===== src/hw/rtl/session_id_cam_unit_assert.svh =====
// Assertion macros shared by the session id CAM modules.
`ifndef SESSION_ID_CAM_UNIT_ASSERT_SVH
`define SESSION_ID_CAM_UNIT_ASSERT_SVH

`ifndef SYNTH

// Checks a condition at every rising edge of clk outside reset.
`define SIC_ASSERT(lbl, expr) \
  lbl: assert property (@(posedge clk) disable iff (!rst_n) (expr)) \
    else $error("session id cam: assertion failed");

// Checks that a trigger in one cycle is followed by a condition in the next.
`define SIC_ASSERT_NEXT(lbl, trig, expr) \
  lbl: assert property (@(posedge clk) disable iff (!rst_n) (trig) |=> (expr)) \
    else $error("session id cam: sequence assertion failed");

`else

`define SIC_ASSERT(lbl, expr)
`define SIC_ASSERT_NEXT(lbl, trig, expr)

`endif

`endif


===== src/hw/rtl/sic_pkg.sv =====
// Package with the table size, codes and transaction types of the session id CAM.
`timescale 1ns / 1ps

package sic_pkg;

  localparam int ENTRIES = 8;
  localparam int BUF_W   = 4;
  localparam int SES_W   = 16;

  localparam logic OP_LOOKUP = 1'b0;
  localparam logic OP_WRITE  = 1'b1;

  localparam logic MODE_ALLOCATE  = 1'b0;
  localparam logic MODE_OVERWRITE = 1'b1;

  localparam logic [SES_W-1:0] MISS_SESSION = {SES_W{1'b1}};

  typedef struct packed {
    logic             op;
    logic [BUF_W-1:0] bid;
    logic [SES_W-1:0] sid;
    logic             write_mode;
  } req_t;

  typedef struct packed {
    logic [SES_W-1:0] found_session;
    logic             hit;
    logic             write_ok;
  } res_t;

endpackage


===== src/hw/rtl/session_id_cam_unit.sv =====
// Top level of the session id CAM: input register, table and result register.
`timescale 1ns / 1ps
`include "session_id_cam_unit_assert.svh"

// Session id CAM unit.
// Each input transaction is either a lookup (in_op low) or a write (in_op high)
// of a 4-bit buffer id. A lookup returns the session id of the lowest-index
// valid entry holding that buffer id, or all ones with out_hit low on a miss.
// A write in allocate mode fills the lowest free entry; in overwrite mode it
// updates the lowest valid entry with the same buffer id. out_write_ok tells
// whether the write found a place. Every input transaction yields exactly one
// result transaction, in order.
// A transaction is accepted at a rising edge where in_valid is high and
// in_stall is low, and leaves where out_valid is high and out_stall is low.
// The accepted transaction sits in the input register, the eight-way compare
// and lowest-index select run combinationally on it, and the result lands in
// the output register, while the table updates at that same edge. Throughput
// is one transaction per cycle unless the receiver stalls, set by that single
// compare and select path; a write is visible to the very next transaction.
// A synchronous reset clears all entry valid bits and both stage valids.
// When the receiver stalls, the output register holds its result, the input
// register still accepts one more transaction, and in_stall rises once both
// are full.
module session_id_cam_unit (
  input  logic                       clk,
  input  logic                       rst_n,
  input  logic                       in_valid,
  output logic                       in_stall,
  input  logic                       in_op,
  input  logic [sic_pkg::BUF_W-1:0]  in_bid,
  input  logic [sic_pkg::SES_W-1:0]  in_sid,
  input  logic                       in_write_mode,
  output logic                       out_valid,
  input  logic                       out_stall,
  output logic [sic_pkg::SES_W-1:0]  out_found_session,
  output logic                       out_hit,
  output logic                       out_write_ok
);

  logic          s1_valid_r;
  logic          s1_valid_nxt;
  sic_pkg::req_t s1_req_r;
  logic          out_valid_r;
  logic          out_valid_nxt;
  sic_pkg::res_t out_res_r;
  sic_pkg::res_t cam_res;
  logic          out_ready;
  logic          s1_fire;
  logic          in_take;

  // The output register can load when empty or when its result leaves now.
  assign out_ready = !out_valid_r || !out_stall;
  assign s1_fire   = s1_valid_r && out_ready;
  assign in_stall  = s1_valid_r && !out_ready;
  assign in_take   = in_valid && !in_stall;

  always_comb begin
    s1_valid_nxt  = in_take ? 1'b1 : (s1_fire ? 1'b0 : s1_valid_r);
    out_valid_nxt = s1_fire ? 1'b1 : (out_ready ? 1'b0 : out_valid_r);
  end

  always_ff @(posedge clk) begin
    if (!rst_n) begin
      s1_valid_r  <= 1'b0;
      out_valid_r <= 1'b0;
    end else begin
      s1_valid_r  <= s1_valid_nxt;
      out_valid_r <= out_valid_nxt;
    end
  end

  always_ff @(posedge clk) begin
    if (in_take) begin
      s1_req_r.op         <= in_op;
      s1_req_r.bid        <= in_bid;
      s1_req_r.sid        <= in_sid;
      s1_req_r.write_mode <= in_write_mode;
    end
    if (s1_fire) begin
      out_res_r <= cam_res;
    end
  end

  // The table commits a write only when its result moves to the output.
  sic_cam u_cam (
    .clk    (clk),
    .rst_n  (rst_n),
    .commit (s1_fire),
    .req    (s1_req_r),
    .res    (cam_res)
  );

  assign out_valid         = out_valid_r;
  assign out_found_session = out_res_r.found_session;
  assign out_hit           = out_res_r.hit;
  assign out_write_ok      = out_res_r.write_ok;

  // A transaction leaving the input register always shows up at the output.
  `SIC_ASSERT_NEXT(a_fire_to_out, s1_fire, out_valid_r)
  // Backpressure only when both stages hold a transaction.
  `SIC_ASSERT(a_stall_full, !in_stall || (s1_valid_r && out_valid_r))

endmodule


===== src/hw/rtl/sic_cam.sv =====
// Entry storage, parallel match and lowest-index select of the session id CAM.
`timescale 1ns / 1ps
`include "session_id_cam_unit_assert.svh"

module sic_cam (
  input  logic          clk,
  input  logic          rst_n,
  input  logic          commit,
  input  sic_pkg::req_t req,
  output sic_pkg::res_t res
);

  logic [sic_pkg::ENTRIES-1:0] valid_r;
  logic [sic_pkg::ENTRIES-1:0] valid_nxt;
  logic [sic_pkg::BUF_W-1:0]   buf_r [sic_pkg::ENTRIES];
  logic [sic_pkg::SES_W-1:0]   ses_r [sic_pkg::ENTRIES];

  logic [sic_pkg::ENTRIES-1:0] match;
  logic [sic_pkg::ENTRIES-1:0] cand;
  logic [sic_pkg::ENTRIES-1:0] sel_m;
  logic [sic_pkg::ENTRIES-1:0] sel_w;
  logic [sic_pkg::SES_W-1:0]   found;
  logic                        do_write;

  always_comb begin
    for (int i = 0; i < sic_pkg::ENTRIES; i++) begin
      match[i] = valid_r[i] && (buf_r[i] == req.bid);
    end
    cand = (req.write_mode == sic_pkg::MODE_OVERWRITE) ? match : ~valid_r;
    // Isolate the lowest set bit of each request vector.
    sel_m = match & (~match + {{(sic_pkg::ENTRIES-1){1'b0}}, 1'b1});
    sel_w = cand & (~cand + {{(sic_pkg::ENTRIES-1){1'b0}}, 1'b1});
    found = '0;
    for (int i = 0; i < sic_pkg::ENTRIES; i++) begin
      found = found | ({sic_pkg::SES_W{sel_m[i]}} & ses_r[i]);
    end
    do_write = commit && (req.op == sic_pkg::OP_WRITE);
    valid_nxt = do_write ? (valid_r | sel_w) : valid_r;
    if (req.op == sic_pkg::OP_LOOKUP) begin
      res.found_session = (|match) ? found : sic_pkg::MISS_SESSION;
      res.hit           = |match;
      res.write_ok      = 1'b0;
    end else begin
      res.found_session = sic_pkg::MISS_SESSION;
      res.hit           = 1'b0;
      res.write_ok      = |cand;
    end
  end

  always_ff @(posedge clk) begin
    if (!rst_n) begin
      valid_r <= '0;
    end else begin
      valid_r <= valid_nxt;
    end
  end

  always_ff @(posedge clk) begin
    for (int i = 0; i < sic_pkg::ENTRIES; i++) begin
      if (do_write && sel_w[i]) begin
        buf_r[i] <= req.bid;
        ses_r[i] <= req.sid;
      end
    end
  end

  // A successful allocate takes exactly one free entry.
  `SIC_ASSERT_NEXT(a_alloc_adds_one,
    do_write && res.write_ok && (req.write_mode == sic_pkg::MODE_ALLOCATE),
    $countones(valid_r) == $past($countones(valid_r)) + 1)
  // Valid bits only change on a committed write.
  `SIC_ASSERT_NEXT(a_valid_hold, !do_write, $stable(valid_r))
  // A hit needs at least one valid entry.
  `SIC_ASSERT(a_hit_needs_entry, !res.hit || (valid_r != '0))

endmodule


===== config.mk =====
export PLATFORM = sky130hd
export DESIGN_NAME = session_id_cam_unit
export DESIGN_NICKNAME = d
export VERILOG_FILES = /design/src/hw/rtl/sic_pkg.sv /design/src/hw/rtl/session_id_cam_unit.sv /design/src/hw/rtl/sic_cam.sv
export VERILOG_INCLUDE_DIRS = /design/src /design/src/hw/rtl
export SDC_FILE = /design/constraint.sdc
export NUM_CORES = 1
export LEC_CHECK = 0
export BUFFER_PORTS_ARGS = -buffer_cell sky130_fd_sc_hd__buf_4
export CORE_UTILIZATION = 50
export DETAILED_ROUTE_END_ITERATION = 12
export PLACE_DENSITY = 0.67
export SETUP_SLACK_MARGIN = 0.1
export SLEW_MARGIN = 5
export SYNTH_ARGS = -nofsm -noshare
export SYNTH_HDL_FRONTEND = slang
export SYNTH_SLANG_ARGS = --single-unit

===== constraint.sdc =====
create_clock -name clk -period 7.71 [get_ports clk]
set_input_delay 0.3855 -clock clk [delete_from_list [all_inputs] [get_ports clk]]
set_output_delay 0.3855 -clock clk [all_outputs]
set_load 0.02 [all_outputs]

Yosys cells after proc, flatten, opt, wreduce, memory -nomap -nowiden
Memories as Yosys holds them, arrays and structs flattened.
Cells that the tools add are included.
{"block": "op_classes", "n_addsub": 2, "eq_ne": 8, "n_mux": 63, "n_bitwise": 22, "n_reduce_logical": 44}
{"op": "16-bit bitwise AND", "count": 8}
{"op": "16-bit two-way mux", "count": 7}
{"op": "16-bit bitwise OR", "count": 7}
{"op": "16-bit OR reduction", "count": 7}
{"op": "3-bit two-way mux", "count": 14}
{"op": "1-bit two-way mux", "count": 34}
{"op": "4-bit equality test", "count": 8}
{"op": "4-bit two-way mux", "count": 7}
{"op": "4-bit OR reduction", "count": 7}
{"op": "8-bit inverter", "count": 3}
{"op": "1-bit logical AND", "count": 20}
{"op": "8-bit by 1-bit adder with 8-bit output, second input constant", "count": 2}
{"op": "8-bit bitwise AND", "count": 2}
{"op": "8-bit OR reduction", "count": 2}
{"op": "8-bit two-way mux", "count": 1}
{"op": "8-bit bitwise OR", "count": 1}
{"op": "1-bit zero test", "count": 4}
{"op": "2-bit nonzero test", "count": 2}
{"op": "2-bit OR reduction", "count": 1}
{"op": "1-bit logical OR", "count": 1}
{"op": "1-bit inverter", "count": 1}
{"block": "totals", "ff_bits": 50, "ramBits": 160, "input_bits": 26, "output_inout_bits": 20, "elab_cells": 151, "mem_count": 2}
{"name": "u_cam.ses_r", "words": 8, "width": 16, "read_ports": 8, "rd_ports_with_merged_regs": 0, "wr": 1, "line": "sic_cam.sv:16", "rtl": "logic [sic_pkg::SES_W-1:0] ses_r [sic_pkg::ENTRIES];"}
{"name": "u_cam.buf_r", "words": 8, "width": 4, "read_ports": 8, "rd_ports_with_merged_regs": 0, "wr": 1, "line": "sic_cam.sv:15", "rtl": "logic [sic_pkg::BUF_W-1:0] buf_r [sic_pkg::ENTRIES];"}

Depth between registers and ports, before layout
{"block": "depth", "word_depth": 17, "mapped_depth": 11, "ltp_nobuf": 8}

Modules after synthesis
Synthesis repeated with hierarchy kept, for this count alone.
{"block": "hier_totals", "hier_cells": 570, "area_unflattened_um2": 8546.9}
{"mod": "sic_cam", "n_inst": 1, "cells_each": 522, "area_per_inst_um2": 7262.0, "seq_area_each_um2": 4964.8}
{"mod": "session_id_cam_unit", "n_inst": 1, "cells_each": 48, "area_per_inst_um2": 1285.0, "seq_area_each_um2": 1241.2}

Least setup slack after synthesis
Ideal clock, no wire load.
{"block": "synth_timing", "path_kind": "reg-to-reg", "start": "register s1_req_r[20] (netlist name)", "end": "memory u_cam.buf_r[1][12] (netlist name), enable pin", "setup_ns": 0.507, "arrival_time_ns": 4.850, "t_required_ns": 7.203, "slack_ns": 2.353, "stages_incl_launch_ff": 9, "path_buffers": 3, "period_less_slack_ns": 5.357, "cell_sequence": "edfxtp_1 buf_4 xor2_1 nor4_2 buf_2 buf_2 nor4_1 o22ai_1 a2111oi_0"}
{"block": "synth_between", "elab_chain_len": 17, "elab_cells_between_ends": 65, "classes_between": "1 x add/sub; 8 x eq/ne; 31 x mux; 2 x bitwise; 23 x reduce/logical"}
{"element": "start, declared", "line": "session_id_cam_unit.sv:42", "rtl": "sic_pkg::req_t s1_req_r;"}
{"element": "4-bit equality test", "line": "sic_cam.sv:27", "rtl": "match[i] = valid_r[i] && (buf_r[i] == req.bid);"}
{"element": "1-bit logical AND", "line": "sic_cam.sv:27"}
{"element": "8-bit two-way mux *", "line": "sic_cam.sv:29", "rtl": "cand = (req.write_mode == sic_pkg::MODE_OVERWRITE) ? match : ~valid_r;"}
{"element": "8-bit inverter", "line": "sic_cam.sv:32", "rtl": "sel_w = cand & (~cand + {{(sic_pkg::ENTRIES-1){1'b0}}, 1'b1});"}
{"element": "8-bit by 1-bit adder with 8-bit output", "line": "sic_cam.sv:32"}
{"element": "8-bit bitwise AND *", "line": "sic_cam.sv:32"}
{"element": "1-bit logical AND", "line": "sic_cam.sv:60", "rtl": "if (do_write && sel_w[i]) begin"}
{"element": "1-bit two-way mux", "line": "sic_cam.sv:60"}
{"element": "1-bit two-way mux (not written as such)", "line": "sic_cam.sv:61", "rtl": "buf_r[i] <= req.bid;"}
{"element": "4-bit OR reduction (no line)"}
{"element": "3-bit two-way mux (no line) / 1-bit two-way mux (equally long branches) (7 in series)"}
{"element": "end, declared", "line": "sic_cam.sv:15"}
Every way passes the cells marked *; elsewhere a longest branch is shown, timed or not.

Worst setup path after layout
{"block": "layout_timing", "start": "register s1_req_r[20] (netlist name)", "end": "memory u_cam.ses_r[1][16] (netlist name), enable pin"}
{"block": "layout_between", "elab_chain_len": 17, "elab_cells_between_ends": 65, "classes_between": "1 x add/sub; 8 x eq/ne; 31 x mux; 2 x bitwise; 23 x reduce/logical"}
{"element": "4-bit equality test", "line": "sic_cam.sv:27"}
{"element": "1-bit logical AND", "line": "sic_cam.sv:27"}
{"element": "8-bit two-way mux *", "line": "sic_cam.sv:29"}
{"element": "8-bit inverter", "line": "sic_cam.sv:32"}
{"element": "8-bit by 1-bit adder with 8-bit output", "line": "sic_cam.sv:32"}
{"element": "8-bit bitwise AND *", "line": "sic_cam.sv:32"}
{"element": "1-bit logical AND", "line": "sic_cam.sv:60"}
{"element": "1-bit two-way mux", "line": "sic_cam.sv:60"}
{"element": "1-bit two-way mux (not written as such)", "line": "sic_cam.sv:62", "rtl": "ses_r[i] <= req.sid;"}
{"element": "16-bit OR reduction (no line)"}
{"element": "3-bit two-way mux (no line) / 1-bit two-way mux (equally long branches) (7 in series)"}
{"element": "end, declared", "line": "sic_cam.sv:16"}
Marked as above.

==> flow_summary_export.csv <==
group,metric,value,unit
status,outcome,"finished clean",
timing,skew,0.00817,ns
worst_setup_path,cp_max_fo,20,
synthesis,syn-mean-instance-area,16.5,µm²
floorplan,pin_count,46,
power_and_ir_drop,switchingPower,452,µW
power_and_ir_drop,power.share.clock,0.442,
clock_tree,clock_pin_slew_on_the_worst_setup_and_hold_paths,0.06,ns
route,remaining_drc_errors,0,
power_and_ir_drop,combinationalPowerShare,0.018,
route,route.detailed.vias_per_inst,5.79,
worst_hold_path,worstHoldPathType,"in -> reg",
power_and_ir_drop,total_leakage_power,0.00302,µW
synthesis,postSynth.asyncResetShare,0,
synthesis,postSynthCellCount,495,
timing,setup_total_negative_slack,0,ns
layout,layout_commonest_cell,"sky130_fd_sc_hd__edfxtp_1",
global_route,grt_pass1_vias,4494,
layout,most_frequent_cells_in_the_layout,"sky130_fd_sc_hd__edfxtp_1, sky130_fd_sc_hd__buf_4, sky130_fd_sc_hd__nand2_1, sky130_fd_sc_hd__nor2_1, sky130_fd_sc_hd__a21oi_1",
clock_tree,cts_resized,0,
worst_setup_path,max_stage_delay,0.96,ns
floorplan,die_w,130,µm
global_route,globalRouteTotalUtil,0.206,
power_and_ir_drop,irDropWorstVdd,0.139,mV
clock_tree,cts-htree-levels,1,
power_and_ir_drop,power.share.switching,0.190,
global_route,global_route_wire_length_before_repair,25.4,mm
floorplan,design.die.area,16800,µm²
layout,final_core_utilization,0.593,
synthesis,ys_seq_elements,210,
synthesis,ys.flop_type,"sky130_fd_sc_hd__edfxtp_1",
worst_setup_path,cp-end-kind,"flip-flop",
power_and_ir_drop,power,2380,µW
worst_setup_path,worst_setup_path_start_kind,"flip-flop",
run,max_cap_viol_count,0,
clock_tree,cts_buffers,22,
timing,setup_viol_count_final,0,
worst_setup_path,path_class,"reg -> reg",
worst_setup_path,crit_slowest_cell,"sky130_fd_sc_hd__nor2_2",
global_route,grt_overflow_total,0,
placement,detailedPlacementHpwl,10.0,mm
clock_tree,cts.sinks,210,
route,wl,16.6,mm
worst_setup_path,timing.critical_path.required,7.82,ns
power_and_ir_drop,part_of_the_total_power_dissipated_in_sequential_elements,0.540,
synthesis,combined_area_of_all_synthesized_cells,8160,µm²
clock_tree,tritoncts,"built",
synthesis,synthDistinctLibCells,43,
layout,num_antenna_cells,0,
timing,max_slew_margin,0.210,
timing,finalHoldViolCount,0,
worst_setup_path,worst-endpoint-arrival,4.67,ns
layout,flow.area_growth_from_synthesis,15.4,%
timing,drv_slew,0,
timing,timing.final.crit_period,4.56,ns
clock_tree,post_cts_setup_buffers,0,
floorplan,die_y_extent,130,µm
route,drt_first_pass_iters,5,
synthesis,dominant_combinational_cell_family_by_area_after_synthesis,"compound AO/OA/AOI/OAI gates",
route,number_of_vias_in_the_routed_layout,4508,
placement,weighted_congestion_reported_at_the_end_of_routability_driven_placement,0.842,
floorplan,floorplan.rows,46,
floorplan,floorplan.initialDensity,0.514,
timing,upper_clock_frequency_limit,219,MHz
synthesis,synth_warnings,0,
timing,hold_ws,0.0631,ns
synthesis,synth.yosys.seq_area_share,0.760,
clock_tree,clock_latency,0.50,ns
worst_setup_path,rrSetupSlack,3.15,ns
synthesis,synth_enable_flop_cells,200,
timing,finalCritPeriodShare,0.591,
power_and_ir_drop,power_report.internal_total,1930,µW
global_route,antenna_found_initial,0,
floorplan,core_region_area,15900,µm²
clock_tree,cts_root_buf,"sky130_fd_sc_hd__clkbuf_16",
timing,max_slew.worst_pin.slew,1.18,ns
route,route.detailed.wl_per_inst,21.3,µm
synthesis,synth_compound_area_frac,0.105,
placement,portBuffers,45,
synthesis,net_count_of_the_mapped_netlist,521,
clock_tree,cts_hold_buffers,0,
route,drt.antenna.violating_nets,0,
route,drt_iter0_drc,325,
synthesis,post_synth_and_or_nand_nor_area_fraction,0.0788,
synthesis,synth_xor_area_frac,0.0311,
clock_tree,cts.path.max_buffers,3,
timing,setup_repair_after_global_routing_missed_its_margin,"no",
synthesis,yosys-mux-area-fraction,0,
synthesis,arithmetic_cell_share_of_the_synthesized_area_counting_full_adders_half_adders_and_majority_gates,0,
layout,nets,572,
layout,drive_above_1_share,0.205,
global_route,grt_max_degree,37,
worst_setup_path,critical_path.cell_chain,"inv_1, o2111ai_1, nor2_4, or2_1, nor3_4, a31oi_1, nor2_2",
power_and_ir_drop,power-per-cell-area,253,nW/µm²
-- synthesized netlist by cell type, types with 2 or more instances --
cell type	instances	area, µm²
sky130_fd_sc_hd__a31oi_1	3	18.8
sky130_fd_sc_hd__nand2_1	27	101
sky130_fd_sc_hd__a21oi_1	26	130
sky130_fd_sc_hd__and3_1	3	18.8
sky130_fd_sc_hd__a221o_1	16	160
sky130_fd_sc_hd__nor4_4	2	42.5
sky130_fd_sc_hd__clkbuf_1	10	37.5
sky130_fd_sc_hd__nor2b_2	2	17.5
sky130_fd_sc_hd__a22o_1	7	61.3
sky130_fd_sc_hd__edfxtp_1	200	6010
sky130_fd_sc_hd__nor2b_1	8	50.1
sky130_fd_sc_hd__buf_6	9	101
sky130_fd_sc_hd__xnor2_1	10	87.6
sky130_fd_sc_hd__buf_2	5	25.0
sky130_fd_sc_hd__nor2_1	33	124
sky130_fd_sc_hd__a2111o_1	16	180
sky130_fd_sc_hd__a22oi_1	16	120
sky130_fd_sc_hd__xor2_1	19	166
sky130_fd_sc_hd__or2_1	2	12.5
sky130_fd_sc_hd__nor3_1	6	30.0
sky130_fd_sc_hd__buf_4	2	15.0
sky130_fd_sc_hd__o21a_1	7	52.6
sky130_fd_sc_hd__nor4_2	4	50.1
sky130_fd_sc_hd__nand3_1	19	95.1
sky130_fd_sc_hd__nor3b_1	4	30.0
sky130_fd_sc_hd__nand2b_1	2	12.5
sky130_fd_sc_hd__dfxtp_1	10	200
sky130_fd_sc_hd__a22o_2	8	80.1
sky130_fd_sc_hd__inv_1	5	18.8
-- critical path: cells and delay by family, from the launching register on --
kind	cells	cell delay [ns]
and+or+nand+nor	4	2.55
buffers and inverters	1	0.15
DFF	1	0.75
AOI/OAI and AO/OA	2	0.71
-- metrics by stage --
stage / instance area (µm²) / setup WS [ns] / std cells
4_1_cts: 9420 / 3.13 / 778
3_3_place_gp: 8690 / 3.44 / 738
2_1_floorplan: 8160 / 2.35 / 495
3_5_place_dp: 8690 / 3.14 / 738
6_report: 9420 / 3.15 / 778
5_1_grt: 9420 / 2.93 / 778
-- layer usage --
| metal | wire, µm | GRT usage | vias to the layer above |
|---|---|---|---|
| li1 | - | - | 2051 |
| met1 | 7120 | 0.282 | 2244 |
| met2 | 8170 | 0.338 | 179 |
| met4 | 444 | 0.0800 | 0 |
| met3 | 823 | 0.0295 | 34 |
| met5 | 0 | 0 | - |
-- final cells by class --
| class | instances | area, µm² |
|---|---|---|
| inverters | 5 | 18.8 |
| repair buffers | 54 | 405 |
| well taps | 216 | 270 |
| fillers | 1224 | 6460 |
| multi-input cells | 253 | 1800 |
| clock inverters | 10 | 121 |
| flip-flops and latches | 210 | 6210 |
| clock buffers | 30 | 602 |
-- kinds of logic after synthesis --
kind of cell,count (synthesis)
flops,210
simple gates,118
compound gates,106
xor+xnor,29
buf+inv,32
-- path summary, 6_finish.rpt --
path / endpoint / from / depth (start not counted)
max: u_cam.ses_r[1][16]$_DFFE_PP_ / s1_req_r[20]$_DFFE_PP_ / 7
max reg2reg: u_cam.ses_r[1][16]$_DFFE_PP_ / s1_req_r[20]$_DFFE_PP_ / 7
min: s1_req_r[10]$_DFFE_PP_ / in_sid[9] / 1
min reg2reg: out_found_session[13]$_SDFFCE_PP1P_ / u_cam.ses_r[1][61]$_DFFE_PP_ / 1
-- power groups by stage --
stage          Combinational [µW]  Sequential [µW]  Clock [µW]
4_1_cts                      43.1             1290        1070
3_5_place_dp                 42.9             1310           0
3_3_place_gp                 41.5             1310           0
5_1_grt                      46.1             1290        1120
6_report                     42.5             1290        1050
2_1_floorplan                27.2             1300           0
-- flip-flops by register name, indices dropped and copies added, names as in the netlist --
signal / cells
s1_valid_r: 1
s1_req_r: 22
out_hit: 1
u_cam.buf_r: 32
out_found_session: 16
out_write_ok: 1
u_cam.ses_r: 128
out_valid: 1
u_cam.valid_r: 8
(Power assumes the default switching activity.)
